[src/hw/rtl/rebe_pkg.sv]
// ---------------------------------------------------------------------------
// Rotary encoder and button event package
// Shared event codes, register indexes, reset values and types for the
// rotary encoder and push button event core.
// ---------------------------------------------------------------------------
package rebe_pkg;

   // Event codes carried on the result channel.
   localparam logic [2:0] EV_RIGHT = 3'd0;
   localparam logic [2:0] EV_LEFT  = 3'd1;
   localparam logic [2:0] EV_DOWN  = 3'd2;
   localparam logic [2:0] EV_PRESS = 3'd3;
   localparam logic [2:0] EV_UP    = 3'd4;
   localparam logic [2:0] EV_LONG  = 3'd5;
   localparam logic [2:0] EV_HOLD  = 3'd6;

   // Register indexes (word address bits of the configuration port).
   localparam logic [1:0] REG_QUIET  = 2'd0;
   localparam logic [1:0] REG_SETTLE = 2'd1;
   localparam logic [1:0] REG_LONG   = 2'd2;
   localparam logic [1:0] REG_HOLD   = 2'd3;

   // Register reset values.
   localparam logic [7:0]  QUIET_RESET  = 8'd3;
   localparam logic [7:0]  SETTLE_RESET = 8'd5;
   localparam logic [15:0] LONG_RESET   = 16'd500;
   localparam logic [15:0] HOLD_RESET   = 16'd1000;

   // Encoder history patterns for one detent.
   localparam logic [3:0] HIST_RIGHT_A = 4'b1101;
   localparam logic [3:0] HIST_RIGHT_B = 4'b0010;
   localparam logic [3:0] HIST_LEFT_A  = 4'b1110;
   localparam logic [3:0] HIST_LEFT_B  = 4'b0001;

   // Milliseconds to seconds: x / 1000 == (x * RECIP) >> 38 for any 32-bit x.
   localparam logic [31:0] MS_TO_S_RECIP = 32'h10624DD3;
   localparam int unsigned MS_TO_S_SHIFT = 38;

   // Most events one input word can cause.
   localparam int unsigned NUM_SLOTS = 3;

   typedef struct packed {
      logic [7:0]  quiet_ms;
      logic [7:0]  settle_ms;
      logic [15:0] long_ms;
      logic [15:0] hold_ms;
   } cfg_type;

   typedef struct packed {
      logic        operation;
      logic        clk_level;
      logic        dt_level;
      logic        switch_level;
      logic [31:0] now_ms;
   } item_type;

   // One pending event; to_seconds marks a value still in milliseconds.
   typedef struct packed {
      logic [2:0]  code;
      logic [31:0] value;
      logic        to_seconds;
   } evt_type;

endpackage

[src/hw/rtl/rebe_decode.sv]
// ---------------------------------------------------------------------------
// Encoder and button decode
// Holds the encoder and button state and turns one input word into an
// ordered list of up to three events combinationally.
// ---------------------------------------------------------------------------
module rebe_decode (
   input  logic                                         clock,
   input  logic                                         reset,
   input  logic                                         accept,
   input  rebe_pkg::item_type                           item,
   input  rebe_pkg::cfg_type                            cfg,
   output rebe_pkg::evt_type [rebe_pkg::NUM_SLOTS-1:0]  events,
   output logic [1:0]                                   count
);
   import rebe_pkg::*;

   localparam int unsigned NUM_CAND = 6;

   // State registers and their next values.
   logic [3:0]  hist_ff, hist_in;
   logic [31:0] last_rot_ff, last_rot_in;
   logic [31:0] pos_ff, pos_in;
   logic        stable_ff, stable_in;
   logic        pending_ff, pending_in;
   logic [31:0] seen_ff, seen_in;
   logic        bdown_ff, bdown_in;
   logic        lr_ff, lr_in;
   logic [31:0] pst_ff, pst_in;
   logic [31:0] lht_ff, lht_in;
   logic [31:0] pcount_ff, pcount_in;

   // Intermediate state after the encoder and switch stages.
   logic        bdown_a, lr_a;
   logic [31:0] lht_a, lht_b;

   logic [15:0] lp, hr;
   logic [31:0] since_rot, since_edge, since_press, held_ms, since_hold;
   logic [3:0]  hist_shift;

   logic ev_right, ev_left, ev_down, ev_press, ev_up, ev_long, ev_hold;
   evt_type [NUM_CAND-1:0] cand;
   logic    [NUM_CAND-1:0] cand_v;
   logic [2:0] n_cnt;

   // A zero threshold behaves as one millisecond.
   assign lp = (cfg.long_ms == 16'd0) ? 16'd1 : cfg.long_ms;
   assign hr = (cfg.hold_ms == 16'd0) ? 16'd1 : cfg.hold_ms;

   assign since_rot   = item.now_ms - last_rot_ff;
   assign since_edge  = item.now_ms - seen_ff;
   assign since_press = item.now_ms - pst_ff;
   assign hist_shift  = {hist_ff[1:0], item.clk_level, item.dt_level};

   // Encoder history and switch debounce.
   always_comb begin
      hist_in     = hist_ff;
      last_rot_in = last_rot_ff;
      pos_in      = pos_ff;
      stable_in   = stable_ff;
      pending_in  = pending_ff;
      seen_in     = seen_ff;
      bdown_a     = bdown_ff;
      lr_a        = lr_ff;
      pst_in      = pst_ff;
      lht_a       = lht_ff;
      pcount_in   = pcount_ff;
      ev_right    = 1'b0;
      ev_left     = 1'b0;
      ev_down     = 1'b0;
      ev_press    = 1'b0;
      ev_up       = 1'b0;
      if (item.operation) begin
         // Clear keeps position and press count.
         hist_in     = 4'd0;
         last_rot_in = 32'd0;
         stable_in   = item.switch_level;
         pending_in  = 1'b0;
         seen_in     = 32'd0;
         bdown_a     = 1'b0;
         lr_a        = 1'b0;
         pst_in      = 32'd0;
         lht_a       = 32'd0;
      end else begin
         if (since_rot >= {24'd0, cfg.quiet_ms}) begin
            hist_in = hist_shift;
            if (hist_shift == HIST_RIGHT_A || hist_shift == HIST_RIGHT_B) begin
               last_rot_in = item.now_ms;
               pos_in      = pos_ff + 32'd1;
               ev_right    = 1'b1;
            end else if (hist_shift == HIST_LEFT_A || hist_shift == HIST_LEFT_B) begin
               last_rot_in = item.now_ms;
               pos_in      = pos_ff - 32'd1;
               ev_left     = 1'b1;
            end
         end
         if (item.switch_level != stable_ff) begin
            if (!pending_ff) begin
               pending_in = 1'b1;
               seen_in    = item.now_ms;
            end else if (since_edge >= {24'd0, cfg.settle_ms}) begin
               pending_in = 1'b0;
               stable_in  = item.switch_level;
               if (!item.switch_level) begin
                  bdown_a = 1'b1;
                  pst_in  = item.now_ms;
                  lr_a    = 1'b0;
                  lht_a   = item.now_ms;
                  ev_down = 1'b1;
               end else begin
                  if (bdown_ff && !lr_ff && since_press < {16'd0, lp}) begin
                     pcount_in = pcount_ff + 32'd1;
                     ev_press  = 1'b1;
                  end
                  bdown_a = 1'b0;
                  ev_up   = 1'b1;
               end
            end
         end else begin
            pending_in = 1'b0;
         end
      end
   end

   // Long press and hold repeat, on the state left by the switch stage.
   assign held_ms    = item.now_ms - pst_in;
   assign ev_long    = bdown_a && !lr_a && (held_ms >= {16'd0, lp});
   assign lht_b      = ev_long ? item.now_ms : lht_a;
   assign since_hold = item.now_ms - lht_b;
   assign ev_hold    = bdown_a && (lr_a || ev_long) && (since_hold >= {16'd0, hr});
   assign bdown_in   = bdown_a;
   assign lr_in      = lr_a || ev_long;
   assign lht_in     = ev_hold ? item.now_ms : lht_b;

   // Candidate events in delivery order.
   always_comb begin
      cand[0] = '{code: EV_RIGHT, value: pos_in,    to_seconds: 1'b0};
      cand[1] = '{code: EV_LEFT,  value: pos_in,    to_seconds: 1'b0};
      cand[2] = '{code: EV_DOWN,  value: 32'd0,     to_seconds: 1'b0};
      cand[3] = '{code: EV_PRESS, value: pcount_in, to_seconds: 1'b0};
      cand[4] = '{code: EV_UP,    value: 32'd0,     to_seconds: 1'b0};
      cand[5] = '{code: EV_LONG,  value: held_ms,   to_seconds: 1'b1};
      if (ev_hold) begin
         cand[5].code = EV_HOLD;
      end
      cand_v = {ev_long || ev_hold, ev_up, ev_press, ev_down, ev_left, ev_right};
   end

   // Pack the fired events into consecutive slots.
   always_comb begin
      n_cnt  = 3'd0;
      events = '0;
      for (int i = 0; i < NUM_CAND; i++) begin
         if (cand_v[i]) begin
            if (n_cnt < 3'(NUM_SLOTS)) begin
               events[n_cnt[1:0]] = cand[i];
            end
            n_cnt = n_cnt + 3'd1;
         end
      end
      count = n_cnt[1:0];
   end

   // Long and hold cannot both fire for one word, so they share a candidate.
   // State update on every accepted word.
   always_ff @(posedge clock) begin
      if (reset) begin
         hist_ff     <= 4'd0;
         last_rot_ff <= 32'd0;
         pos_ff      <= 32'd0;
         stable_ff   <= 1'b1;
         pending_ff  <= 1'b0;
         seen_ff     <= 32'd0;
         bdown_ff    <= 1'b0;
         lr_ff       <= 1'b0;
         pst_ff      <= 32'd0;
         lht_ff      <= 32'd0;
         pcount_ff   <= 32'd0;
      end else if (accept) begin
         hist_ff     <= hist_in;
         last_rot_ff <= last_rot_in;
         pos_ff      <= pos_in;
         stable_ff   <= stable_in;
         pending_ff  <= pending_in;
         seen_ff     <= seen_in;
         bdown_ff    <= bdown_in;
         lr_ff       <= lr_in;
         pst_ff      <= pst_in;
         lht_ff      <= lht_in;
         pcount_ff   <= pcount_in;
      end
   end

endmodule

[src/hw/rtl/rotary_encoder_button_events_core.sv]
// ---------------------------------------------------------------------------
// Rotary encoder and button event core
// Decodes quadrature encoder samples and a debounced push button into
// rotation, press, release, long-press and hold events.
//
//   Channel  Direction  Carries
//   req_     in         one pin sample or clear command per word
//   rsp_     out        one event per word, tlast on the last of a word's events
//   csr_     in/out     APB-style register access, four registers of 8 or 16 bits
//
// A sample is decoded in the cycle it is accepted; its events (up to three) sit
// in a slot buffer and leave through the output register, one per cycle while
// rsp_tready is high. Long and hold values turn from milliseconds into seconds
// by one multiply. A new word is taken when the slot buffer is empty or its last
// event leaves in that cycle, so with rsp_tready high a word with at most one
// event sustains one word per clock; a word with more events holds the input
// until its last event leaves. Reset is synchronous. With rsp_tready low the
// output register holds its word and the input stalls while events are buffered.
// ---------------------------------------------------------------------------
module rotary_encoder_button_events_core (
   input  logic        clock,
   input  logic        reset,
   // Input words
   input  logic        req_tvalid,
   output logic        req_tready,
   input  logic [39:0] req_tdata,   // clk_level, dt_level, switch_level, now_ms[31:0], zero pad
   input  logic [0:0]  req_tuser,   // operation
   // Result words
   output logic        rsp_tvalid,
   input  logic        rsp_tready,
   output logic [31:0] rsp_tdata,   // event_value
   output logic [2:0]  rsp_tuser,   // event_code
   output logic        rsp_tlast,   // last_of_run
   // Register port
   input  logic        csr_psel,
   input  logic        csr_penable,
   input  logic        csr_pwrite,
   input  logic [3:0]  csr_paddr,
   input  logic [31:0] csr_pwdata,
   output logic [31:0] csr_prdata,
   output logic        csr_pready
);
   import rebe_pkg::*;

   cfg_type  cfg_ff;
   item_type item;
   logic     accept;
   logic     csr_write;

   evt_type [NUM_SLOTS-1:0] dec_events;
   logic    [1:0]           dec_count;

   evt_type [NUM_SLOTS-1:0] slot_ff;
   logic    [1:0]           rem_ff, rem_in;
   logic                    out_load;

   logic        rsp_valid_ff, rsp_valid_in;
   logic [2:0]  rsp_code_ff;
   logic [31:0] rsp_value_ff;
   logic        rsp_last_ff;
   logic [63:0] product;
   logic [31:0] seconds;

   // Register port: always ready, word address in paddr[3:2].
   assign csr_pready = 1'b1;
   assign csr_write  = csr_psel && csr_penable && csr_pwrite && csr_pready;

   always_ff @(posedge clock) begin
      if (reset) begin
         cfg_ff.quiet_ms  <= QUIET_RESET;
         cfg_ff.settle_ms <= SETTLE_RESET;
         cfg_ff.long_ms   <= LONG_RESET;
         cfg_ff.hold_ms   <= HOLD_RESET;
      end else if (csr_write) begin
         case (csr_paddr[3:2])
            REG_QUIET:  cfg_ff.quiet_ms  <= csr_pwdata[7:0];
            REG_SETTLE: cfg_ff.settle_ms <= csr_pwdata[7:0];
            REG_LONG:   cfg_ff.long_ms   <= csr_pwdata[15:0];
            REG_HOLD:   cfg_ff.hold_ms   <= csr_pwdata[15:0];
            default: ;
         endcase
      end
   end

   always_comb begin
      case (csr_paddr[3:2])
         REG_QUIET:  csr_prdata = {24'd0, cfg_ff.quiet_ms};
         REG_SETTLE: csr_prdata = {24'd0, cfg_ff.settle_ms};
         REG_LONG:   csr_prdata = {16'd0, cfg_ff.long_ms};
         REG_HOLD:   csr_prdata = {16'd0, cfg_ff.hold_ms};
         default:    csr_prdata = 32'd0;
      endcase
   end

   // Unpack the input word.
   assign item.operation    = req_tuser[0];
   assign item.clk_level    = req_tdata[0];
   assign item.dt_level     = req_tdata[1];
   assign item.switch_level = req_tdata[2];
   assign item.now_ms       = req_tdata[34:3];

   // Take a word when the slot buffer is empty or its last event leaves now.
   assign out_load   = (rem_ff != 2'd0) && (!rsp_valid_ff || rsp_tready);
   assign req_tready = (rem_ff == 2'd0) || ((rem_ff == 2'd1) && out_load);
   assign accept     = req_tvalid && req_tready;

   rebe_decode u_decode (
      .clock  (clock),
      .reset  (reset),
      .accept (accept),
      .item   (item),
      .cfg    (cfg_ff),
      .events (dec_events),
      .count  (dec_count)
   );

   // Slot buffer: loaded with a word's events, shifted down as each leaves.
   always_comb begin
      if (accept) begin
         rem_in = dec_count;
      end else if (out_load) begin
         rem_in = rem_ff - 2'd1;
      end else begin
         rem_in = rem_ff;
      end
   end

   always_ff @(posedge clock) begin
      if (reset) begin
         rem_ff <= 2'd0;
      end else begin
         rem_ff <= rem_in;
      end
   end

   always_ff @(posedge clock) begin
      if (accept) begin
         slot_ff <= dec_events;
      end else if (out_load) begin
         for (int i = 0; i < NUM_SLOTS - 1; i++) begin
            slot_ff[i] <= slot_ff[i+1];
         end
      end
   end

   // Milliseconds to whole seconds by reciprocal multiply.
   assign product = {32'd0, slot_ff[0].value} * {32'd0, MS_TO_S_RECIP};
   assign seconds = 32'(product[63:MS_TO_S_SHIFT]);

   // Output register.
   always_comb begin
      if (out_load) begin
         rsp_valid_in = 1'b1;
      end else if (rsp_tready) begin
         rsp_valid_in = 1'b0;
      end else begin
         rsp_valid_in = rsp_valid_ff;
      end
   end

   always_ff @(posedge clock) begin
      if (reset) begin
         rsp_valid_ff <= 1'b0;
      end else begin
         rsp_valid_ff <= rsp_valid_in;
      end
   end

   always_ff @(posedge clock) begin
      if (out_load) begin
         rsp_code_ff  <= slot_ff[0].code;
         rsp_value_ff <= slot_ff[0].to_seconds ? seconds : slot_ff[0].value;
         rsp_last_ff  <= (rem_ff == 2'd1);
      end
   end

   assign rsp_tvalid = rsp_valid_ff;
   assign rsp_tdata  = rsp_value_ff;
   assign rsp_tuser  = rsp_code_ff;
   assign rsp_tlast  = rsp_last_ff;

endmodule

[config.mk]
export PLATFORM = sky130hd
export DESIGN_NAME = rotary_encoder_button_events_core
export DESIGN_NICKNAME = d
export VERILOG_FILES = /design/src/hw/rtl/rebe_pkg.sv /design/src/hw/rtl/rebe_decode.sv /design/src/hw/rtl/rotary_encoder_button_events_core.sv
export SDC_FILE = /design/constraint.sdc
export NUM_CORES = 2
export LEC_CHECK = 0
export BUFFER_PORTS_ARGS = -buffer_cell sky130_fd_sc_hd__buf_2
export CAP_MARGIN = 20
export CORE_MARGIN = 5
export CORE_UTILIZATION = 30
export DETAILED_ROUTE_END_ITERATION = 10
export PLACE_DENSITY = 0.46
export SETUP_SLACK_MARGIN = 0.15
export SLEW_MARGIN = 0
export SYNTH_ARGS = -nofsm -noshare
export SYNTH_HDL_FRONTEND = slang
export SYNTH_SLANG_ARGS = --single-unit
[constraint.sdc]
create_clock -name clock -period 26.8 [get_ports clock]
set_input_delay 4.02 -clock clock [delete_from_list [all_inputs] [get_ports clock]]
set_output_delay 4.02 -clock clock [all_outputs]
set_load 0.005 [all_outputs]
After elaboration in Yosys (flattened, before gate mapping)

Index checks and enable logic that the tools add are counted.

Add/subtract/negate cells: 14
Multipliers: 1
$lt $le $gt $ge: 20
Eq/ne operators: 10
Mux-type cells: 112
Bitwise gates (word level): 6
Reductions and logical operators: 45

Operator list:

| kind                   | number |
|---|---|
| $mux 108               | 10 |
| $mux 32                | 29 |
| $demux 36 s2           | 5 |
| $bwmux 108             | 3 |
| $and 105x105->105      | 2 |
| $not 105->105          | 2 |
| $mux 36                | 5 |
| $sub 32x32->32         | 5 |
| $mux 72                | 2 |
| $pmux 32 s4            | 1 |
| $add 32x1->32 const B  | 2 |
| $ge 32x16->1           | 2 |
| $ge 32x8->1            | 2 |
| $mul 32x29->61 const B | 1 |
| $mux 1                 | 43 |
| $mux 33                | 1 |
| $logic_not 16->1       | 2 |
| $lt 32x16->1           | 1 |
| $mux 16                | 2 |
| $sub 32x1->32 const B  | 1 |
| $mux 23                | 1 |
| $logic_and 1x1->1      | 16 |
| $reduce_bool 2->1      | 7 |
| $lt 2x3->1 const B     | 4 |
| 26 further kinds       | 59 |

Bits in registers: 393
Bits of input ports: 84
Output and inout port bits: 71
Word-level logic and storage cells: 238

Logic depth before layout (Yosys ltp)

Depth after elaboration: 26
Gate-level depth with buffers: 70

Cells and area by module

From an unflattened synthesis, not the netlist that was laid out.

Cell total of the unflattened synthesis: 5,438
Area total of the unflattened synthesis: 46,221.8 µm²

Modules (own cells, without submodules):

| module                            | instances | cells an instance | area an instance (µm²) | sequential area each (µm²) |
|---|---|---|---|---|
| rebe_decode                       | 1         | 3,383             | 23,769.0               | 3,963.8 |
| rotary_encoder_button_events_core | 1         | 2,055             | 22,452.8               | 5,345.1 |

Worst setup path before layout

OpenSTA, ideal clock, no wires.

Kind: input-to-reg
Start point: input port req_tdata[3]
End point: register slot_ff[101] (netlist name) (data pin)
Arrival time: 16,680 ps
Data required time: 26,526 ps
Path slack: 9,846 ps
Cell stages on the path: 69
Path buffers: 6
Cells stage by stage: inv_1 > ha_1 > fa_1 > nand2b_1 > a21o_1 > nand2_1 > xor2_1 > ha_1 > nand3_1 > o22ai_1 > a211oi_1 > o21ai_0 > nor4_1 > nand4_1 > or4_4 > or3_1 > buf_6 > nand2_8 > [... 33 more ...] > nor2_1 > xnor2_1 > ha_1 > nor2b_1 > o21ai_0 > nand2_1 > a2111oi_0 > o211ai_1 > or4_1 > nor4_1 > nand3_1 > nor3_1 > or3_1 > buf_2 > or3_1 > buf_2 > buf_1 > o22ai_1

RTL lines:

| item                            | RTL line                                 | text |
|---|---|---|
| from (decl)                     | rotary_encoder_button_events_core.sv:26  | `input logic [39:0] req_tdata,` |
| to (signal assigned)            | rotary_encoder_button_events_core.sv:138 | `slot_ff <= dec_events;` |
| to (signal, indexed assignment) | rotary_encoder_button_events_core.sv:141 | `slot_ff[i] <= slot_ff[i+1];` |
| to (decl)                       | rotary_encoder_button_events_core.sv:53  | `evt_type [NUM_SLOTS-1:0] slot_ff;` |

Worst setup path after layout

Start point: input port req_tdata[3]
End point: register slot_ff[34] (netlist name) (data pin)

Word-level cells in the longest chain between the ends: 25
Elaborated cells between the ends (all ways): 112

RTL lines:

| item                                                                    | RTL line                                 | text |
|---|---|---|
| parallel branches: the longest is 23 deep, another holds $sub 32x32->32 | -                                        |  |
| $mux 108 *                                                              | rebe_decode.sv:153                       | `if (cand_v[i]) begin` |
| $mux 72 *                                                               | rotary_encoder_button_events_core.sv:137 | `if (accept) begin` |

Every way passes the cells marked *.
A chain may end at the register's enable or synchronous reset.

==> results.sh <==
export IMPL_status="finished clean"
export IMPL_clk_path_buf_depth=3
export IMPL_final_common_cell="inv_1"
export IMPL_gr_usage_met3_pct=1.98
export IMPL_vias_per_cell=5.06
export IMPL_synth_edff_count=144
export IMPL_cp_buffers_inverters=5
export IMPL_grt_pass1_wl_um=234000
export IMPL_critPathKind="in2reg"
export IMPL_num_io_pins=155
export IMPL_synth_area_sq_um=45900
export IMPL_layout_setup_ws_ns=5.54
export IMPL_slew_viol_final=0
export IMPL_timing_slew_headroom_pct=31.4
export IMPL_wl_per_cell_um=20.3
export IMPL_final_layout_size_suffix_gt1_share_pct=7.67
export IMPL_grt_use_met1_pct=23.9
export IMPL_path_clk_slew_ns=0.06
export IMPL_initial_utilization_pct=30.2
export IMPL_end_kind="register"
export IMPL_areaGrowthSynthToFinish_pct=10.3
export IMPL_port_buffers=114
export IMPL_critPathMaxStageDelay_ns=0.93
export IMPL_finClkSkew_ns=0.0505
export IMPL_clockRootBuffer="clkbuf_16"
export IMPL_critPathMostFrequentCell="ha_1"
export IMPL_num_vias=37900
export IMPL_antenna_found_initial=6
export IMPL_routed_wl_um=153000
export IMPL_core_area_sq_um=152000
export IMPL_setup_violations_final=0
export IMPL_cts_htree_levels=2
export IMPL_cts_tree="yes"
export IMPL_async_flop_share_pct=0
export IMPL_critPathTopFamily="simple AND/OR/NAND/NOR gates"
export IMPL_critPathRequiredTime_ns=27.20
export IMPL_cts_resized=0
export IMPL_postSynthCellCount=5419
export IMPL_grt_pass1_vias=38100
export IMPL_post_synth_cell_area_avg_sq_um=8.47
export IMPL_clock_latency_ns=0.68
export IMPL_met2_usage_pct=32.8
export IMPL_gp_congestion=0.894
export IMPL_fmax_ghz=0.0470
export IMPL_cts_buffers=53
export IMPL_die_area_sq_um=161000
export IMPL_ys_seq_area_share_pct=20.3
export IMPL_final_cell_mix="797 x inv_1, 627 x ha_1, 430 x nand2_1"
export IMPL_fin_nets=6432
export IMPL_rsz0062_at_grt="no"
export IMPL_clkSinkCount=393
export IMPL_worstSetupStartpointType="input pin"
export IMPL_grt_util_all_layers_pct=18.5
export IMPL_drc=0
export IMPL_hold_path_class="reg2reg"
export IMPL_postCtsSetupRepairBufs=0
export IMPL_die_height_um=401
export IMPL_synth_cell_types=96
export IMPL_drtAntennaViolNets=0
export IMPL_top_usage_layer="met2"
export IMPL_slowest_stage="o41ai_1"
export IMPL_finalCritPeriodShare_pct=79.3
export IMPL_drtIter0Drc=2102
export IMPL_synth_ff_type="dfxtp_1"
export IMPL_worst_pin_slew_ns=1.00
export IMPL_period_needed_ns=21.26
export IMPL_hold_violations=0
export IMPL_die_w_um=401
export IMPL_dp_slack_ns=4.92
export IMPL_maxCapViolCount=0
export IMPL_holdBufCountCts=0
export IMPL_dp_hpwl_um=116000
export IMPL_synth_seq_cells=393
export IMPL_firstDrtPassIters=6
export IMPL_grt_max_degree=105
export IMPL_grt_overflow_total=0
export IMPL_crit_arrival_ns=21.66
export IMPL_crit_fanout=37
export IMPL_rows=143
export IMPL_tns_ns=0
export IMPL_ys_warnings_count=0
==> flip-flops by register name, indices dropped and copies added, names as in the netlist, 2 cells and up <==
| name | cells |
|---|---|
| slot_ff | 108 |
| rsp_tuser | 3 |
| u_decode.pos_ff | 32 |
| u_decode.pst_ff | 32 |
| rem_ff | 2 |
| u_decode.seen_ff | 32 |
| u_decode.last_rot_ff | 32 |
| u_decode.pcount_ff | 32 |
| u_decode.hist_ff | 2 |
| rsp_tdata | 32 |
| cfg_ff | 48 |
| u_decode.lht_ff | 32 |
==> Yosys cell counts (50+ instances only) <==
| cell | count | share of area [%] |
|---|---|---|
| xnor2_1 | 124 | 2.4 |
| inv_1 | 797 | 6.5 |
| clkbuf_1 | 196 | 1.6 |
| nand2_1 | 431 | 3.5 |
| mux2i_1 | 101 | 2.2 |
| nor2b_1 | 90 | 1.2 |
| dfxtp_1 | 249 | 11 |
| edfxtp_1 | 144 | 9.4 |
| or2_2 | 52 | 0.71 |
| o21a_1 | 55 | 0.90 |
| nor4_1 | 50 | 0.68 |
| o21ai_0 | 175 | 1.9 |
| nand4_1 | 61 | 0.83 |
| a21oi_1 | 305 | 3.3 |
| nor3_1 | 87 | 0.95 |
| xor2_1 | 88 | 1.7 |
| fa_1 | 304 | 13 |
| nand3_1 | 128 | 1.4 |
| a21o_1 | 101 | 1.7 |
| nor2_1 | 418 | 3.4 |
| ha_1 | 627 | 17 |
==> worst paths after layout <==
path / from / endpoint / slack [ns] / depth (start not counted)
min reg2reg: slot_ff[35]$_DFFE_PP_ / rsp_tuser[2]$_DFFE_PP_ / 0.42 / 0
min: slot_ff[35]$_DFFE_PP_ / rsp_tuser[2]$_DFFE_PP_ / 0.42 / 0
max reg2reg: u_decode.seen_ff[0]$_SDFFE_PP0P_ / slot_ff[34]$_DFFE_PP_ / 8.96 / 55
max: req_tdata[3] / slot_ff[34]$_DFFE_PP_ / 5.54 / 57
==> kinds of logic (layout without fill, tap and decap cells) <==
kind of cell,count (synthesis),count (layout),synth area share [%]
simple gates,1534,1534,16.1
compound gates,1161,1161,17.2
buf+inv,1055,1083,8.89
fa+ha+maj,931,931,30.3
flops,393,393,20.3
xor+xnor,212,212,4.04
mux,131,131,3.13
other cells,2,24,0.0164
==> metal layers <==
metal  up-vias  routed length (um)
li1      18700                   -
met2       665               75100
met4         0                4540
met3       177                5240
met5         -                   0
met1     18300               67700
==> final cells by class <==
cell class              instances  area, sq um
fillers                     16100       101000
well taps                    2030         2540
inverters                     799         3000
flip-flops and latches        393         9310
diodes                          7         17.5
multi-input cells            3986        32700
clock inverters                35          534
clock buffers                  65         1440
repair buffers                184         1120
==> through the flow <==
step,area (sq um),hold slack (ns),std cells,util (%)
2_1_floorplan,46000,0.400,5434,-
3_3_place_gp,48600,0.407,7391,32.0
3_5_place_dp,48600,0.413,7392,32.0
4_1_cts,50600,0.425,7492,33.3
5_1_grt,50600,0.442,7492,33.3
6_report,50600,0.421,7499,33.3
==> worst register-to-register path: cells and delay by family (launching register included) <==
family | cells | cell delay, ns
adder cells (fa/ha/maj) | 6 | 1.82
flip-flops | 1 | 0.31
AO/OA/AOI/OAI | 18 | 6.07
AND/OR/NAND/NOR | 25 | 7.87
XOR/XNOR | 2 | 0.32
buffers and inverters | 3 | 0.91
multiplexers | 1 | 0.25
Power is left out: the tool's default activity adds up to more than one toggle a clock period on the data nets, which glitch-free logic cannot reach.
